**src/spcs_pkg.sv**
```systemverilog
// shared types, widths and codes for the scan position compare sequencer
// no dependencies; imported by every module of the block
package spcs_pkg;

   localparam int POSITION_BITS = 32;
   localparam int POS_W         = 32;
   localparam int DIST_W        = 31;
   localparam int COUNT_W       = 24;
   localparam int SCALE_W       = 16;
   localparam int DIR_W         = 2;
   localparam int CSR_DATA_W    = 31;
   localparam int CSR_INDEX_W   = 3;
   localparam int OVL_W         = 3;

   localparam logic [OVL_W-1:0] OVERLAP_LIMIT = OVL_W'(3);

   localparam int SPAN_W    = DIST_W + 2;
   localparam int NUM_W     = DIST_W + COUNT_W + 3;
   localparam int MAG_W     = NUM_W - 1;
   localparam int DEN_W     = COUNT_W + SCALE_W;
   localparam int WHOLE_W   = NUM_W + 1;
   localparam int MUL_CNT_W = $clog2(COUNT_W);
   localparam int DIV_CNT_W = $clog2(MAG_W);

   localparam logic [WHOLE_W-1:0] LIMIT_HI =
      WHOLE_W'((65'd1 << (POSITION_BITS - 1)) - 65'd1);
   localparam logic [WHOLE_W-1:0] LIMIT_LO = ~LIMIT_HI;

   typedef enum logic [1:0] {
      CMD_START = 2'd0,
      CMD_HIT   = 2'd1,
      CMD_ECHO  = 2'd2,
      CMD_ARM   = 2'd3
   } command_type;

   typedef enum logic [CSR_INDEX_W-1:0] {
      REG_RUNUP     = 3'd0,
      REG_TRAVEL    = 3'd1,
      REG_STOP      = 3'd2,
      REG_COUNT     = 3'd3,
      REG_SCALE     = 3'd4,
      REG_DIRECTION = 3'd5,
      REG_ECHO_WAIT = 3'd6
   } csr_index_type;

   typedef struct packed {
      command_type              command;
      logic signed [POS_W-1:0]  encoder_position;
   } req_payload_type;

   typedef struct packed {
      logic                     pulse;
      logic                     report_valid;
      logic [COUNT_W-1:0]       report_count;
      logic signed [POS_W-1:0]  report_position;
      logic                     compare_enable;
      logic signed [POS_W-1:0]  compare_value;
      logic                     scan_error;
      logic                     finished;
   } rsp_payload_type;

   typedef struct packed {
      logic [COUNT_W-1:0]  n;
      logic [COUNT_W-1:0]  m;
      logic [SCALE_W-1:0]  sc;
      logic [DIST_W-1:0]   runup;
      logic [SPAN_W-1:0]   span;
      logic [POS_W-1:0]    start_pos;
      logic                neg;
   } point_req_type;

endpackage

```
**src/spcs_mul.sv**
```systemverilog
// bit-serial shift-add unit: num = runup*m + n*span and den = m*sc
// one multiplier bit per cycle, msb first; uses spcs_pkg
module spcs_mul (
   input  logic                          clock,
   input  logic                          reset,
   input  logic                          start,
   input  spcs_pkg::point_req_type       point_req,
   output logic                          done,
   output logic [spcs_pkg::NUM_W-1:0]    num,
   output logic [spcs_pkg::DEN_W-1:0]    den
);
   import spcs_pkg::*;

   logic [COUNT_W-1:0]   m_sh_ff, m_sh_in;
   logic [COUNT_W-1:0]   n_sh_ff, n_sh_in;
   logic [SCALE_W-1:0]   sc_ff;
   logic [DIST_W-1:0]    runup_ff;
   logic [SPAN_W-1:0]    span_ff;
   logic [NUM_W-1:0]     num_ff, num_in;
   logic [DEN_W-1:0]     den_ff, den_in;
   logic [MUL_CNT_W-1:0] cnt_ff, cnt_in;
   logic                 busy_ff, busy_in;
   logic                 done_ff, done_in;
   logic [NUM_W-1:0]     runup_ext;
   logic [NUM_W-1:0]     span_ext;

   assign runup_ext = {{(NUM_W-DIST_W){1'b0}}, runup_ff};
   assign span_ext  = {{(NUM_W-SPAN_W){span_ff[SPAN_W-1]}}, span_ff};

   always_comb begin
      busy_in = busy_ff;
      done_in = 1'b0;
      cnt_in  = cnt_ff;
      m_sh_in = m_sh_ff;
      n_sh_in = n_sh_ff;
      num_in  = num_ff;
      den_in  = den_ff;
      if (start) begin
         busy_in = 1'b1;
         cnt_in  = MUL_CNT_W'(COUNT_W - 1);
         m_sh_in = point_req.m;
         n_sh_in = point_req.n;
         num_in  = '0;
         den_in  = '0;
      end else if (busy_ff) begin
         num_in  = {num_ff[NUM_W-2:0], 1'b0}
                 + (m_sh_ff[COUNT_W-1] ? runup_ext : '0)
                 + (n_sh_ff[COUNT_W-1] ? span_ext : '0);
         den_in  = {den_ff[DEN_W-2:0], 1'b0}
                 + (m_sh_ff[COUNT_W-1] ? {{(DEN_W-SCALE_W){1'b0}}, sc_ff} : '0);
         m_sh_in = {m_sh_ff[COUNT_W-2:0], 1'b0};
         n_sh_in = {n_sh_ff[COUNT_W-2:0], 1'b0};
         cnt_in  = cnt_ff - 1'b1;
         if (cnt_ff == '0) begin
            busy_in = 1'b0;
            done_in = 1'b1;
         end
      end
   end

   always_ff @(posedge clock) begin
      if (reset) begin
         busy_ff <= 1'b0;
         done_ff <= 1'b0;
         cnt_ff  <= '0;
      end else begin
         busy_ff <= busy_in;
         done_ff <= done_in;
         cnt_ff  <= cnt_in;
      end
   end

   always_ff @(posedge clock) begin
      m_sh_ff <= m_sh_in;
      n_sh_ff <= n_sh_in;
      num_ff  <= num_in;
      den_ff  <= den_in;
      if (start) begin
         sc_ff    <= point_req.sc;
         runup_ff <= point_req.runup;
         span_ff  <= point_req.span;
      end
   end

   assign done = done_ff;
   assign num  = num_ff;
   assign den  = den_ff;

endmodule

```
**src/spcs_div.sv**
```systemverilog
// restoring divider, one quotient bit per cycle
// unsigned magnitude over the point denominator; uses spcs_pkg
module spcs_div (
   input  logic                          clock,
   input  logic                          reset,
   input  logic                          start,
   input  logic [spcs_pkg::MAG_W-1:0]    dividend,
   input  logic [spcs_pkg::DEN_W-1:0]    divisor,
   output logic                          done,
   output logic [spcs_pkg::MAG_W-1:0]    quotient,
   output logic                          rem_nonzero
);
   import spcs_pkg::*;

   logic [MAG_W-1:0]     q_sh_ff, q_sh_in;
   logic [DEN_W-1:0]     rem_ff, rem_in;
   logic [DEN_W-1:0]     den_ff;
   logic [DIV_CNT_W-1:0] cnt_ff, cnt_in;
   logic                 busy_ff, busy_in;
   logic                 done_ff, done_in;
   logic [DEN_W:0]       trial;
   logic [DEN_W:0]       diff;
   logic                 fits;

   assign trial = {rem_ff, q_sh_ff[MAG_W-1]};
   assign diff  = trial - {1'b0, den_ff};
   assign fits  = trial >= {1'b0, den_ff};

   always_comb begin
      busy_in = busy_ff;
      done_in = 1'b0;
      cnt_in  = cnt_ff;
      q_sh_in = q_sh_ff;
      rem_in  = rem_ff;
      if (start) begin
         busy_in = 1'b1;
         cnt_in  = DIV_CNT_W'(MAG_W - 1);
         q_sh_in = dividend;
         rem_in  = '0;
      end else if (busy_ff) begin
         q_sh_in = {q_sh_ff[MAG_W-2:0], fits};
         rem_in  = fits ? diff[DEN_W-1:0] : trial[DEN_W-1:0];
         cnt_in  = cnt_ff - 1'b1;
         if (cnt_ff == '0) begin
            busy_in = 1'b0;
            done_in = 1'b1;
         end
      end
   end

   always_ff @(posedge clock) begin
      if (reset) begin
         busy_ff <= 1'b0;
         done_ff <= 1'b0;
         cnt_ff  <= '0;
      end else begin
         busy_ff <= busy_in;
         done_ff <= done_in;
         cnt_ff  <= cnt_in;
      end
   end

   always_ff @(posedge clock) begin
      q_sh_ff <= q_sh_in;
      rem_ff  <= rem_in;
      if (start) begin
         den_ff <= divisor;
      end
   end

   assign done        = done_ff;
   assign quotient    = q_sh_ff;
   assign rem_nonzero = |rem_ff;

endmodule

```
**src/spcs_point.sv**
```systemverilog
// compare point unit: serial multiply, serial divide, then signed sum,
// truncation toward zero and saturation; uses spcs_pkg, spcs_mul, spcs_div
module spcs_point (
   input  logic                          clock,
   input  logic                          reset,
   input  logic                          start,
   input  spcs_pkg::point_req_type       point_req,
   output logic                          done,
   output logic [spcs_pkg::POS_W-1:0]    value
);
   import spcs_pkg::*;

   typedef enum logic [5:0] {
      P_IDLE = 6'b000001,
      P_MUL  = 6'b000010,
      P_DIV  = 6'b000100,
      P_SUM  = 6'b001000,
      P_ADJ  = 6'b010000,
      P_SAT  = 6'b100000
   } pstate_type;

   pstate_type         state_ff, state_in;
   logic               done_ff, done_in;
   logic [POS_W-1:0]   value_ff, value_in;
   logic [POS_W-1:0]   start_pos_ff;
   logic               neg_ff;
   logic               num_neg_ff;
   logic [WHOLE_W-1:0] whole_ff, whole_in;

   logic               mul_done;
   logic [NUM_W-1:0]   mul_num;
   logic [DEN_W-1:0]   mul_den;
   logic [NUM_W-1:0]   num_abs;
   logic               div_done;
   logic [MAG_W-1:0]   div_q;
   logic               div_rnz;

   logic [WHOLE_W-1:0] start_ext;
   logic [WHOLE_W-1:0] q_ext;
   logic               frac_up;
   logic               frac_down;
   logic               whole_neg;
   logic               whole_pos;
   logic [WHOLE_W-POSITION_BITS:0] upper;
   logic               in_range;
   logic [WHOLE_W-1:0] sat;

   spcs_mul u_mul (
      .clock     (clock),
      .reset     (reset),
      .start     (start),
      .point_req (point_req),
      .done      (mul_done),
      .num       (mul_num),
      .den       (mul_den)
   );

   assign num_abs = mul_num[NUM_W-1] ? (~mul_num + 1'b1) : mul_num;

   spcs_div u_div (
      .clock       (clock),
      .reset       (reset),
      .start       (mul_done),
      .dividend    (num_abs[MAG_W-1:0]),
      .divisor     (mul_den),
      .done        (div_done),
      .quotient    (div_q),
      .rem_nonzero (div_rnz)
   );

   assign start_ext = {{(WHOLE_W-POS_W){start_pos_ff[POS_W-1]}}, start_pos_ff};
   assign q_ext     = {{(WHOLE_W-MAG_W){1'b0}}, div_q};
   assign frac_up   = div_rnz & (num_neg_ff == neg_ff);
   assign frac_down = div_rnz & (num_neg_ff != neg_ff);
   assign whole_neg = whole_ff[WHOLE_W-1];
   assign whole_pos = ~whole_ff[WHOLE_W-1] & (|whole_ff);
   assign upper     = whole_ff[WHOLE_W-1:POSITION_BITS-1];
   assign in_range  = (&upper) | ~(|upper);
   assign sat       = in_range ? whole_ff : (whole_neg ? LIMIT_LO : LIMIT_HI);

   always_comb begin
      state_in = state_ff;
      done_in  = 1'b0;
      value_in = value_ff;
      whole_in = whole_ff;
      case (state_ff)
         P_IDLE: begin
            if (start) begin
               state_in = P_MUL;
            end
         end
         P_MUL: begin
            if (mul_done) begin
               state_in = P_DIV;
            end
         end
         P_DIV: begin
            if (div_done) begin
               state_in = P_SUM;
            end
         end
         P_SUM: begin
            whole_in = (num_neg_ff ^ neg_ff) ? (start_ext - q_ext) : (start_ext + q_ext);
            state_in = P_ADJ;
         end
         P_ADJ: begin
            if (frac_up && whole_neg) begin
               whole_in = whole_ff + 1'b1;
            end else if (frac_down && whole_pos) begin
               whole_in = whole_ff - 1'b1;
            end
            state_in = P_SAT;
         end
         P_SAT: begin
            value_in = sat[POS_W-1:0];
            done_in  = 1'b1;
            state_in = P_IDLE;
         end
         default: begin
            state_in = P_IDLE;
         end
      endcase
   end

   always_ff @(posedge clock) begin
      if (reset) begin
         state_ff <= P_IDLE;
         done_ff  <= 1'b0;
      end else begin
         state_ff <= state_in;
         done_ff  <= done_in;
      end
   end

   always_ff @(posedge clock) begin
      value_ff <= value_in;
      whole_ff <= whole_in;
      if (start) begin
         start_pos_ff <= point_req.start_pos;
         neg_ff       <= point_req.neg;
      end
      if (mul_done) begin
         num_neg_ff <= mul_num[NUM_W-1];
      end
   end

   assign done  = done_ff;
   assign value = value_ff;

endmodule

```
**src/scan_position_compare_sequencer.sv**
```systemverilog
// top level of the scan position compare sequencer: command decode, scan state,
// configuration registers and result register; uses spcs_pkg and spcs_point
//
//   channel   ports                                      direction
//   req       req_valid, req_ready, req_data             item in
//   rsp       rsp_valid, rsp_ready, rsp_data             result out
//   csr       csr_write_enable, csr_index, csr_write_data  register write
//
// an item that loads a new compare point goes through the serial multiply, the serial
// divide, sum, rounding and clamp, then handoff and the result register before the next
// possible transfer; other items go straight to the result register
// one item is in work at a time
// the result register lets the next item be taken while a result waits
// synchronous reset clears all scan state, loads the register defaults, holds req_ready low
module scan_position_compare_sequencer (
   input  logic                                 clock,
   input  logic                                 reset,
   input  logic                                 req_valid,
   output logic                                 req_ready,
   input  spcs_pkg::req_payload_type            req_data,
   output logic                                 rsp_valid,
   input  logic                                 rsp_ready,
   output spcs_pkg::rsp_payload_type            rsp_data,
   input  logic                                 csr_write_enable,
   input  logic [spcs_pkg::CSR_INDEX_W-1:0]     csr_index,
   input  logic [spcs_pkg::CSR_DATA_W-1:0]      csr_write_data
);
   import spcs_pkg::*;

   typedef enum logic [2:0] {
      ST_IDLE = 3'b001,
      ST_CALC = 3'b010,
      ST_OUT  = 3'b100
   } state_type;

   // configuration
   logic [DIST_W-1:0]  runup_ff;
   logic [DIST_W-1:0]  travel_ff;
   logic [DIST_W-1:0]  stop_ff;
   logic [COUNT_W-1:0] count_ff;
   logic [SCALE_W-1:0] scale_ff;
   logic [DIR_W-1:0]   dir_ff;
   logic               echo_wait_ff;

   // scan state
   state_type          state_ff, state_in;
   logic               running_ff, running_in;
   logic               awaiting_ff, awaiting_in;
   logic               armed_ff, armed_in;
   logic               cmp_armed_ff, cmp_armed_in;
   logic [COUNT_W-1:0] issued_ff, issued_in;
   logic [COUNT_W-1:0] echoes_ff, echoes_in;
   logic [OVL_W-1:0]   ovl_ff, ovl_in;
   logic [POS_W-1:0]   start_pos_ff, start_pos_in;
   logic [POS_W-1:0]   next_cmp_ff;

   // pending result fields
   logic               pend_pulse_ff, pend_pulse_in;
   logic               pend_rep_ff, pend_rep_in;
   logic [COUNT_W-1:0] pend_cnt_ff, pend_cnt_in;
   logic [POS_W-1:0]   pend_pos_ff, pend_pos_in;
   logic               pend_err_ff, pend_err_in;

   logic               rsp_valid_ff, rsp_valid_in;
   rsp_payload_type    rsp_data_ff;

   logic               accept;
   logic               load_rsp;
   logic               calc_go;
   logic [COUNT_W-1:0] calc_n;
   logic               do_hit;
   logic               abort;
   logic [COUNT_W-1:0] eff_count;
   logic [COUNT_W-1:0] mult_m;
   logic [SCALE_W-1:0] eff_scale;
   logic [SPAN_W-1:0]  span;
   point_req_type      point_req;
   logic               point_done;
   logic [POS_W-1:0]   point_value;

   assign req_ready = (state_ff == ST_IDLE) & ~reset;
   assign accept    = req_valid & req_ready;
   assign load_rsp  = (state_ff == ST_OUT) & (~rsp_valid_ff | rsp_ready);

   assign eff_count = (count_ff == '0) ? COUNT_W'(1) : count_ff;
   assign mult_m    = (count_ff <= COUNT_W'(1)) ? COUNT_W'(1) : (count_ff - 1'b1);
   assign eff_scale = (scale_ff == '0) ? SCALE_W'(1) : scale_ff;
   assign span      = {2'b00, travel_ff} - {2'b00, stop_ff} - {2'b00, runup_ff};

   always_comb begin
      point_req.n         = calc_n;
      point_req.m         = mult_m;
      point_req.sc        = eff_scale;
      point_req.runup     = runup_ff;
      point_req.span      = span;
      point_req.start_pos = start_pos_in;
      point_req.neg       = dir_ff[DIR_W-1];
   end

   spcs_point u_point (
      .clock     (clock),
      .reset     (reset),
      .start     (calc_go),
      .point_req (point_req),
      .done      (point_done),
      .value     (point_value)
   );

   // command decode
   always_comb begin
      running_in    = running_ff;
      awaiting_in   = awaiting_ff;
      armed_in      = armed_ff;
      cmp_armed_in  = cmp_armed_ff;
      issued_in     = issued_ff;
      echoes_in     = echoes_ff;
      ovl_in        = ovl_ff;
      start_pos_in  = start_pos_ff;
      pend_pulse_in = pend_pulse_ff;
      pend_rep_in   = pend_rep_ff;
      pend_cnt_in   = pend_cnt_ff;
      pend_pos_in   = pend_pos_ff;
      pend_err_in   = pend_err_ff;
      calc_go       = 1'b0;
      calc_n        = '0;
      do_hit        = 1'b0;
      abort         = 1'b0;
      if (accept) begin
         pend_pulse_in = 1'b0;
         pend_rep_in   = 1'b0;
         pend_cnt_in   = '0;
         pend_pos_in   = '0;
         pend_err_in   = 1'b0;
         case (req_data.command)
            CMD_START: begin
               running_in   = 1'b1;
               awaiting_in  = 1'b0;
               armed_in     = 1'b0;
               cmp_armed_in = 1'b0;
               issued_in    = COUNT_W'(1);
               echoes_in    = '0;
               ovl_in       = '0;
               start_pos_in = req_data.encoder_position;
               if (runup_ff == '0) begin
                  do_hit = 1'b1;
               end else begin
                  calc_go      = 1'b1;
                  calc_n       = '0;
                  cmp_armed_in = 1'b1;
               end
            end
            CMD_HIT: begin
               do_hit = running_ff & cmp_armed_ff;
            end
            CMD_ECHO: begin
               if (running_ff && echo_wait_ff) begin
                  echoes_in   = echoes_ff + 1'b1;
                  awaiting_in = 1'b0;
                  if (armed_ff) begin
                     armed_in    = 1'b0;
                     pend_rep_in = 1'b1;
                     pend_cnt_in = echoes_in;
                     pend_pos_in = req_data.encoder_position;
                  end
                  if (echoes_in == eff_count) begin
                     running_in   = 1'b0;
                     cmp_armed_in = 1'b0;
                  end
               end
            end
            CMD_ARM: begin
               armed_in = 1'b1;
            end
            default: begin
               armed_in = armed_ff;
            end
         endcase

         if (do_hit) begin
            if (echo_wait_ff) begin
               if (awaiting_in) begin
                  if (ovl_in > OVERLAP_LIMIT) begin
                     pend_err_in  = 1'b1;
                     running_in   = 1'b0;
                     cmp_armed_in = 1'b0;
                     abort        = 1'b1;
                  end else begin
                     ovl_in      = ovl_in + 1'b1;
                     echoes_in   = echoes_in + 1'b1;
                     awaiting_in = 1'b0;
                     if (armed_in) begin
                        armed_in    = 1'b0;
                        pend_rep_in = 1'b1;
                        pend_cnt_in = echoes_in;
                        pend_pos_in = req_data.encoder_position;
                     end
                  end
               end
               if (!abort) begin
                  awaiting_in   = 1'b1;
                  pend_pulse_in = 1'b1;
               end
            end else begin
               pend_pulse_in = 1'b1;
               pend_rep_in   = 1'b1;
               pend_cnt_in   = issued_in;
               pend_pos_in   = '0;
            end
            if (!abort) begin
               if (issued_in < eff_count) begin
                  calc_go      = 1'b1;
                  calc_n       = issued_in;
                  issued_in    = issued_in + 1'b1;
                  cmp_armed_in = 1'b1;
               end else begin
                  cmp_armed_in = 1'b0;
               end
               if (echo_wait_ff) begin
                  if (echoes_in == eff_count) begin
                     running_in   = 1'b0;
                     cmp_armed_in = 1'b0;
                  end
               end else if (!cmp_armed_in) begin
                  running_in = 1'b0;
               end
            end
         end
      end
   end

   always_comb begin
      state_in = state_ff;
      case (state_ff)
         ST_IDLE: begin
            if (accept) begin
               state_in = calc_go ? ST_CALC : ST_OUT;
            end
         end
         ST_CALC: begin
            if (point_done) begin
               state_in = ST_OUT;
            end
         end
         ST_OUT: begin
            if (load_rsp) begin
               state_in = ST_IDLE;
            end
         end
         default: begin
            state_in = ST_IDLE;
         end
      endcase
   end

   always_comb begin
      rsp_valid_in = rsp_valid_ff;
      if (load_rsp) begin
         rsp_valid_in = 1'b1;
      end else if (rsp_ready) begin
         rsp_valid_in = 1'b0;
      end
   end

   always_ff @(posedge clock) begin
      if (reset) begin
         runup_ff     <= '0;
         travel_ff    <= '0;
         stop_ff      <= '0;
         count_ff     <= COUNT_W'(1);
         scale_ff     <= SCALE_W'(1);
         dir_ff       <= DIR_W'(1);
         echo_wait_ff <= 1'b0;
      end else if (csr_write_enable) begin
         case (csr_index)
            REG_RUNUP:     runup_ff     <= csr_write_data[DIST_W-1:0];
            REG_TRAVEL:    travel_ff    <= csr_write_data[DIST_W-1:0];
            REG_STOP:      stop_ff      <= csr_write_data[DIST_W-1:0];
            REG_COUNT:     count_ff     <= csr_write_data[COUNT_W-1:0];
            REG_SCALE:     scale_ff     <= csr_write_data[SCALE_W-1:0];
            REG_DIRECTION: dir_ff       <= csr_write_data[DIR_W-1:0];
            REG_ECHO_WAIT: echo_wait_ff <= csr_write_data[0];
            default:       echo_wait_ff <= echo_wait_ff;
         endcase
      end
   end

   always_ff @(posedge clock) begin
      if (reset) begin
         state_ff     <= ST_IDLE;
         running_ff   <= 1'b0;
         awaiting_ff  <= 1'b0;
         armed_ff     <= 1'b0;
         cmp_armed_ff <= 1'b0;
         issued_ff    <= '0;
         echoes_ff    <= '0;
         ovl_ff       <= '0;
         start_pos_ff <= '0;
         next_cmp_ff  <= '0;
         rsp_valid_ff <= 1'b0;
      end else begin
         state_ff     <= state_in;
         running_ff   <= running_in;
         awaiting_ff  <= awaiting_in;
         armed_ff     <= armed_in;
         cmp_armed_ff <= cmp_armed_in;
         issued_ff    <= issued_in;
         echoes_ff    <= echoes_in;
         ovl_ff       <= ovl_in;
         start_pos_ff <= start_pos_in;
         rsp_valid_ff <= rsp_valid_in;
         if (point_done) begin
            next_cmp_ff <= point_value;
         end
      end
   end

   always_ff @(posedge clock) begin
      pend_pulse_ff <= pend_pulse_in;
      pend_rep_ff   <= pend_rep_in;
      pend_cnt_ff   <= pend_cnt_in;
      pend_pos_ff   <= pend_pos_in;
      pend_err_ff   <= pend_err_in;
      if (load_rsp) begin
         rsp_data_ff.pulse           <= pend_pulse_ff;
         rsp_data_ff.report_valid    <= pend_rep_ff;
         rsp_data_ff.report_count    <= pend_cnt_ff;
         rsp_data_ff.report_position <= pend_pos_ff;
         rsp_data_ff.compare_enable  <= cmp_armed_ff;
         rsp_data_ff.compare_value   <= next_cmp_ff;
         rsp_data_ff.scan_error      <= pend_err_ff;
         rsp_data_ff.finished        <= ~running_ff;
      end
   end

   assign rsp_valid = rsp_valid_ff;
   assign rsp_data  = rsp_data_ff;

endmodule

```
**config.mk**
```make
export PLATFORM = sky130hd
export DESIGN_NAME = scan_position_compare_sequencer
export DESIGN_NICKNAME = d
export VERILOG_FILES = /design/src/spcs_pkg.sv /design/src/spcs_mul.sv /design/src/spcs_div.sv /design/src/spcs_point.sv /design/src/scan_position_compare_sequencer.sv
export SDC_FILE = /design/constraint.sdc
export NUM_CORES = 2
export LEC_CHECK = 0
export BUFFER_PORTS_ARGS = -buffer_cell sky130_fd_sc_hd__buf_2
export CAP_MARGIN = 20
export CORE_MARGIN = 2
export CORE_UTILIZATION = 30
export CTS_CLUSTER_SIZE = 12
export DETAILED_ROUTE_END_ITERATION = 8
export SYNTH_ARGS = -nofsm -noshare
export SYNTH_HDL_FRONTEND = slang
export SYNTH_SLANG_ARGS = --single-unit
```
**constraint.sdc**
```tcl
create_clock -name clock -period 16.6 [get_ports clock]
set_input_delay 1.66 -clock clock [delete_from_list [all_inputs] [get_ports clock]]
set_output_delay 1.66 -clock clock [all_outputs]
set_load 0.005 [all_outputs]
```
==> results.py <==
metrics = {
    "clock_network": {
        "insertion_delay_ns": 0.75,
        "clkSinkCount": 920,
        "cts_resized": 0,
        "tritoncts": "built",
        "clk_root_buffer_cell": "clkbuf_16",
        "cts_buffers": 101,
        "clk_path_buf_depth": 3,
        "post_cts_buffers": 0,
        "cts_max_level": 3,
        "postCtsHoldBufs": 0,
        "clk_pin_slew_ns": 0.06,
    },
    "yosys": {
        "yosysTopAreaCellShare": 0.2611,
        "ys_ff_latch": 920,
        "yosysTopAreaCell": "edfxtp_1",
        "syn_area_per_cell_um2": 9.075,
        "netlist_area_mm2": 0.05774,
        "synth_xor_area_frac": 0.08282,
        "syn_inst": 6363,
        "muxShareOfSynthArea": 0.02462,
        "ys_warn_count": 0,
        "yosys.area_share.simple": 0.1782,
        "synth_flop_cell": "edfxtp_1",
        "async_reset_ff_frac": 0,
        "synth_nets": 6823,
        "synth_top_family_by_area": "compound AO/OA/AOI/OAI gates",
        "synth.distinct_cells": 108,
        "seq_area_frac_synth": 0.4060,
        "synth-compound-area-share": 0.1800,
        "synthAdderAreaFrac": 0.08867,
        "yosys-top-cells-area": "edfxtp_1 (26%), dfxtp_1 (14%), ha_1 (7.6%)",
        "synth_edf_count": 502,
    },
    "setup_path": {
        "path_max_fanout": 75,
        "critPathArrivalTime_ns": 7.64,
        "path_class": "in -> reg",
        "crit_top_cell": "buf_4",
        "setup.worst_path.end_class": "register",
        "critPathLaunchType": "input pin",
        "cp.required_ns": 16.95,
        "slowest_delay_ns": 0.79,
        "slowest_stage": "buf_4",
        "path_cells": "buf_2, or2_2, nand2_1, inv_1, ha_1, a21o_1, a21o_1, a21oi_1, o21ai_0, a221oi_1, o21ai_0, or3_1, and2_2, buf_4, inv_6, buf_4, buf_4",
    },
    "power_and_ir_drop": {
        "peakVddDrop_v": 0.00008897,
        "p_leak_uw": 0.02373,
        "combPwrFrac": 0.314,
        "power.total_uw": 7624,
        "clkPwrFrac": 0.300,
        "powerDensity_mw_per_mm2": 118.3,
        "intPower_uw": 4926,
        "swShare": 0.3538,
        "switching_power_uw": 2698,
        "seqPwrFrac": 0.386,
    },
    "route": {
        "antenna_left": 0,
        "wire_per_inst_um": 17.86,
        "routed_wirelength_mm": 160.5,
        "viasPerCell": 5.155,
        "vias": 46330,
        "dr.pass1.iters": 5,
        "drc": 0,
        "drt_iter0_drc": 3622,
    },
    "placement": {
        "place_congestion": 0.9396,
        "port_buffers": 167,
        "dpl.cell_count": 8793,
        "hpwl_mm": 119.7,
        "dp_slack_ns": 8.590,
    },
    "die": {
        "io_pins": 168,
        "fp.dieW_um": 442.7,
        "rows": 161,
        "die_area_mm2": 0.1960,
        "core_mm2": 0.1920,
        "initial_core_util": 0.3008,
        "die_h_um": 442.7,
    },
    "grt": {
        "grt_pass1_vias": 43710,
        "gr-usage-met3": 0.02610,
        "overflow": 0,
        "grt_use_met1": 0.2284,
        "grt_use_met2": 0.2392,
        "grtUsageTotal": 0.1582,
        "grt_max_degree": 105,
        "antenna_found_initial": 2,
        "grt_pass1_wl_mm": 250.1,
        "top_usage_layer": "met2",
    },
    "sta": {
        "worst_pin_slew_ns": 1.094,
        "tns_ns": 0,
        "period_share": 0.4396,
        "fin_ws_ns": 9.303,
        "fin_crit_ns": 7.297,
        "setup_viol": 0,
        "relSlewSlack": 0.2647,
        "slew_viol_final": 0,
        "rsz0062_at_grt": "false",
        "fin_skew_ns": 0.03991,
        "hold_violations": 0,
        "fmax_mhz": 137.1,
        "holdWs_ns": 0.4154,
    },
    "outcome": {
        "status": "finished, final reports clean",
    },
    "final_layout": {
        "layout-drive-gt1-share": 0.08063,
        "nets": 6836,
        "syn_to_final_growth_pct": 11.59,
        "stdcell_count": 8989,
    },
    "job": {
        "drv_cap": 0,
    },
    "min_path": {
        "hold_class": "reg -> reg",
    },
}
worst paths after layout:
| kind | from | endpoint | slack [ns] | cells after the start |
|---|---|---|---|---|
| max | req_data[32] | u_point.u_mul.sc_ff[10]$_SDFFCE_PN0N_ | 9.30 | 17 |
| min | pend_cnt_ff[22]$_DFFE_PP_ | rsp_data[89]$_DFFE_PP_ | 0.42 | 0 |
| max reg2reg | u_point.u_div.rem_ff[29]$_SDFFE_PP0P_ | u_point.whole_ff[47]$_DFFE_PP_ | 10.14 | 18 |
| min reg2reg | pend_cnt_ff[22]$_DFFE_PP_ | rsp_data[89]$_DFFE_PP_ | 0.42 | 0 |
cells in the final DEF, fill, tap and decap left out, drive strengths merged, types with 30 or more instances in the layout:
| master | Yosys | final |
|---|---|---|
| nand2 | 684 | 684 |
| mux2 | 40 | 40 |
| inv | 282 | 287 |
| clkinv | 1 | 30 |
| o21ai | 330 | 330 |
| nor3 | 98 | 98 |
| o21bai | 43 | 43 |
| o21a | 57 | 57 |
| clkbuf | 257 | 147 |
| o211ai | 40 | 40 |
| o31ai | 75 | 75 |
| nand3 | 140 | 140 |
| a21oi | 574 | 574 |
| and3 | 44 | 44 |
| dfxtp | 418 | 418 |
| xnor2 | 338 | 338 |
| nor2b | 115 | 115 |
| a211oi | 87 | 87 |
| mux2i | 97 | 97 |
| a21o | 142 | 142 |
| nor4 | 74 | 74 |
| nand4 | 92 | 92 |
| ha | 350 | 350 |
| or3 | 47 | 47 |
| edfxtp | 502 | 502 |
| and2 | 111 | 111 |
| fa | 37 | 37 |
| nand2b | 56 | 56 |
| a31oi | 45 | 45 |
| nor2 | 569 | 569 |
| buf | 51 | 218 |
| xor2 | 208 | 208 |
cell families after synthesis:
group / after synthesis
flip-flops: 920
XOR/XNOR: 546
multiplexers: 137
AO/OA/AOI/OAI: 1642
AND/OR/NAND/NOR: 2140
adder cells (fa/ha/maj): 387
buffers and inverters: 591
cell type report:
cell class                      count  area, um^2
Tap cell                         2526        3161
Multi-Input combinational cell   4852       32090
Timing Repair Buffer              218        1272
Sequential cell                   920       23450
Clock inverter                     42       499.2
Antenna cell                        1       2.502
Fill cell                       19800      127500
Inverter                          283        1069
Clock buffer                      147        2884
power groups by stage:
stage	Clock [uW]	Sequential, uW	Combinational, uW
2_1_floorplan	0	2870	1850
3_5_place_dp	0	2990	2370
5_1_grt	2430	2980	2680
4_1_cts	2340	2940	2380
3_3_place_gp	0	2980	2330
6_report	2290	2940	2390
sequential cells by signal (all words and copies together) (netlist names), 31 cells and up:
signal	flops
rsp_data	93
u_point.u_mul.den	40
u_point.u_div.den_ff	40
travel_ff	31
u_point.u_mul.num	58
runup_ff	31
stop_ff	31
next_cmp_ff	32
pend_pos_ff	32
u_point.u_mul.runup_ff	31
u_point.whole_ff	59
u_point.value	32
u_point.u_mul.span_ff	33
u_point.u_div.rem_ff	40
u_point.start_pos_ff	32
start_pos_ff	32
u_point.u_div.quotient	57
synth_stat cells, types with 27 or more instances:
cell type  instances
a211oi_1          85
a21o_1           142
a21oi_1          572
a31oi_1           44
and2_1           111
and3_1            44
buf_2             27
clkbuf_1         256
dfxtp_1          418
edfxtp_1         502
fa_1              37
ha_1             350
inv_1            281
mux2_2            40
mux2i_1           97
nand2_1          683
nand2b_1          56
nand3_1          139
nand4_1           90
nor2_1           566
nor2b_1          115
nor3_1            96
nor4_1            65
o211ai_1          38
o21a_1            57
o21ai_0          314
o21bai_1          43
o22ai_1           28
o31ai_1           75
or3_1             44
xnor2_1          338
xor2_1           208
metal layers:
layer,part of all wire,routed length [um]
met5,0,0
met2,0.43,68830
met3,0.054,8725
met1,0.49,78190
met4,0.030,4783
per-stage QoR:
step | util | instance area, um^2
CTS | 0.3352 | 64350
detailed placement | 0.3176 | 60960
finish | 0.3356 | 64430
floorplan | - | 57740
global placement | 0.3175 | 60950
global route | 0.3356 | 64430
worst max-delay path: cells and delay by family:
kind	cells	cell delay, ns
compound gates	6	1.26
buf+inv	6	2.83
fa+ha+maj	1	0.27
simple gates	4	1.48
Note: power is estimated with default switching activity, not from simulation.
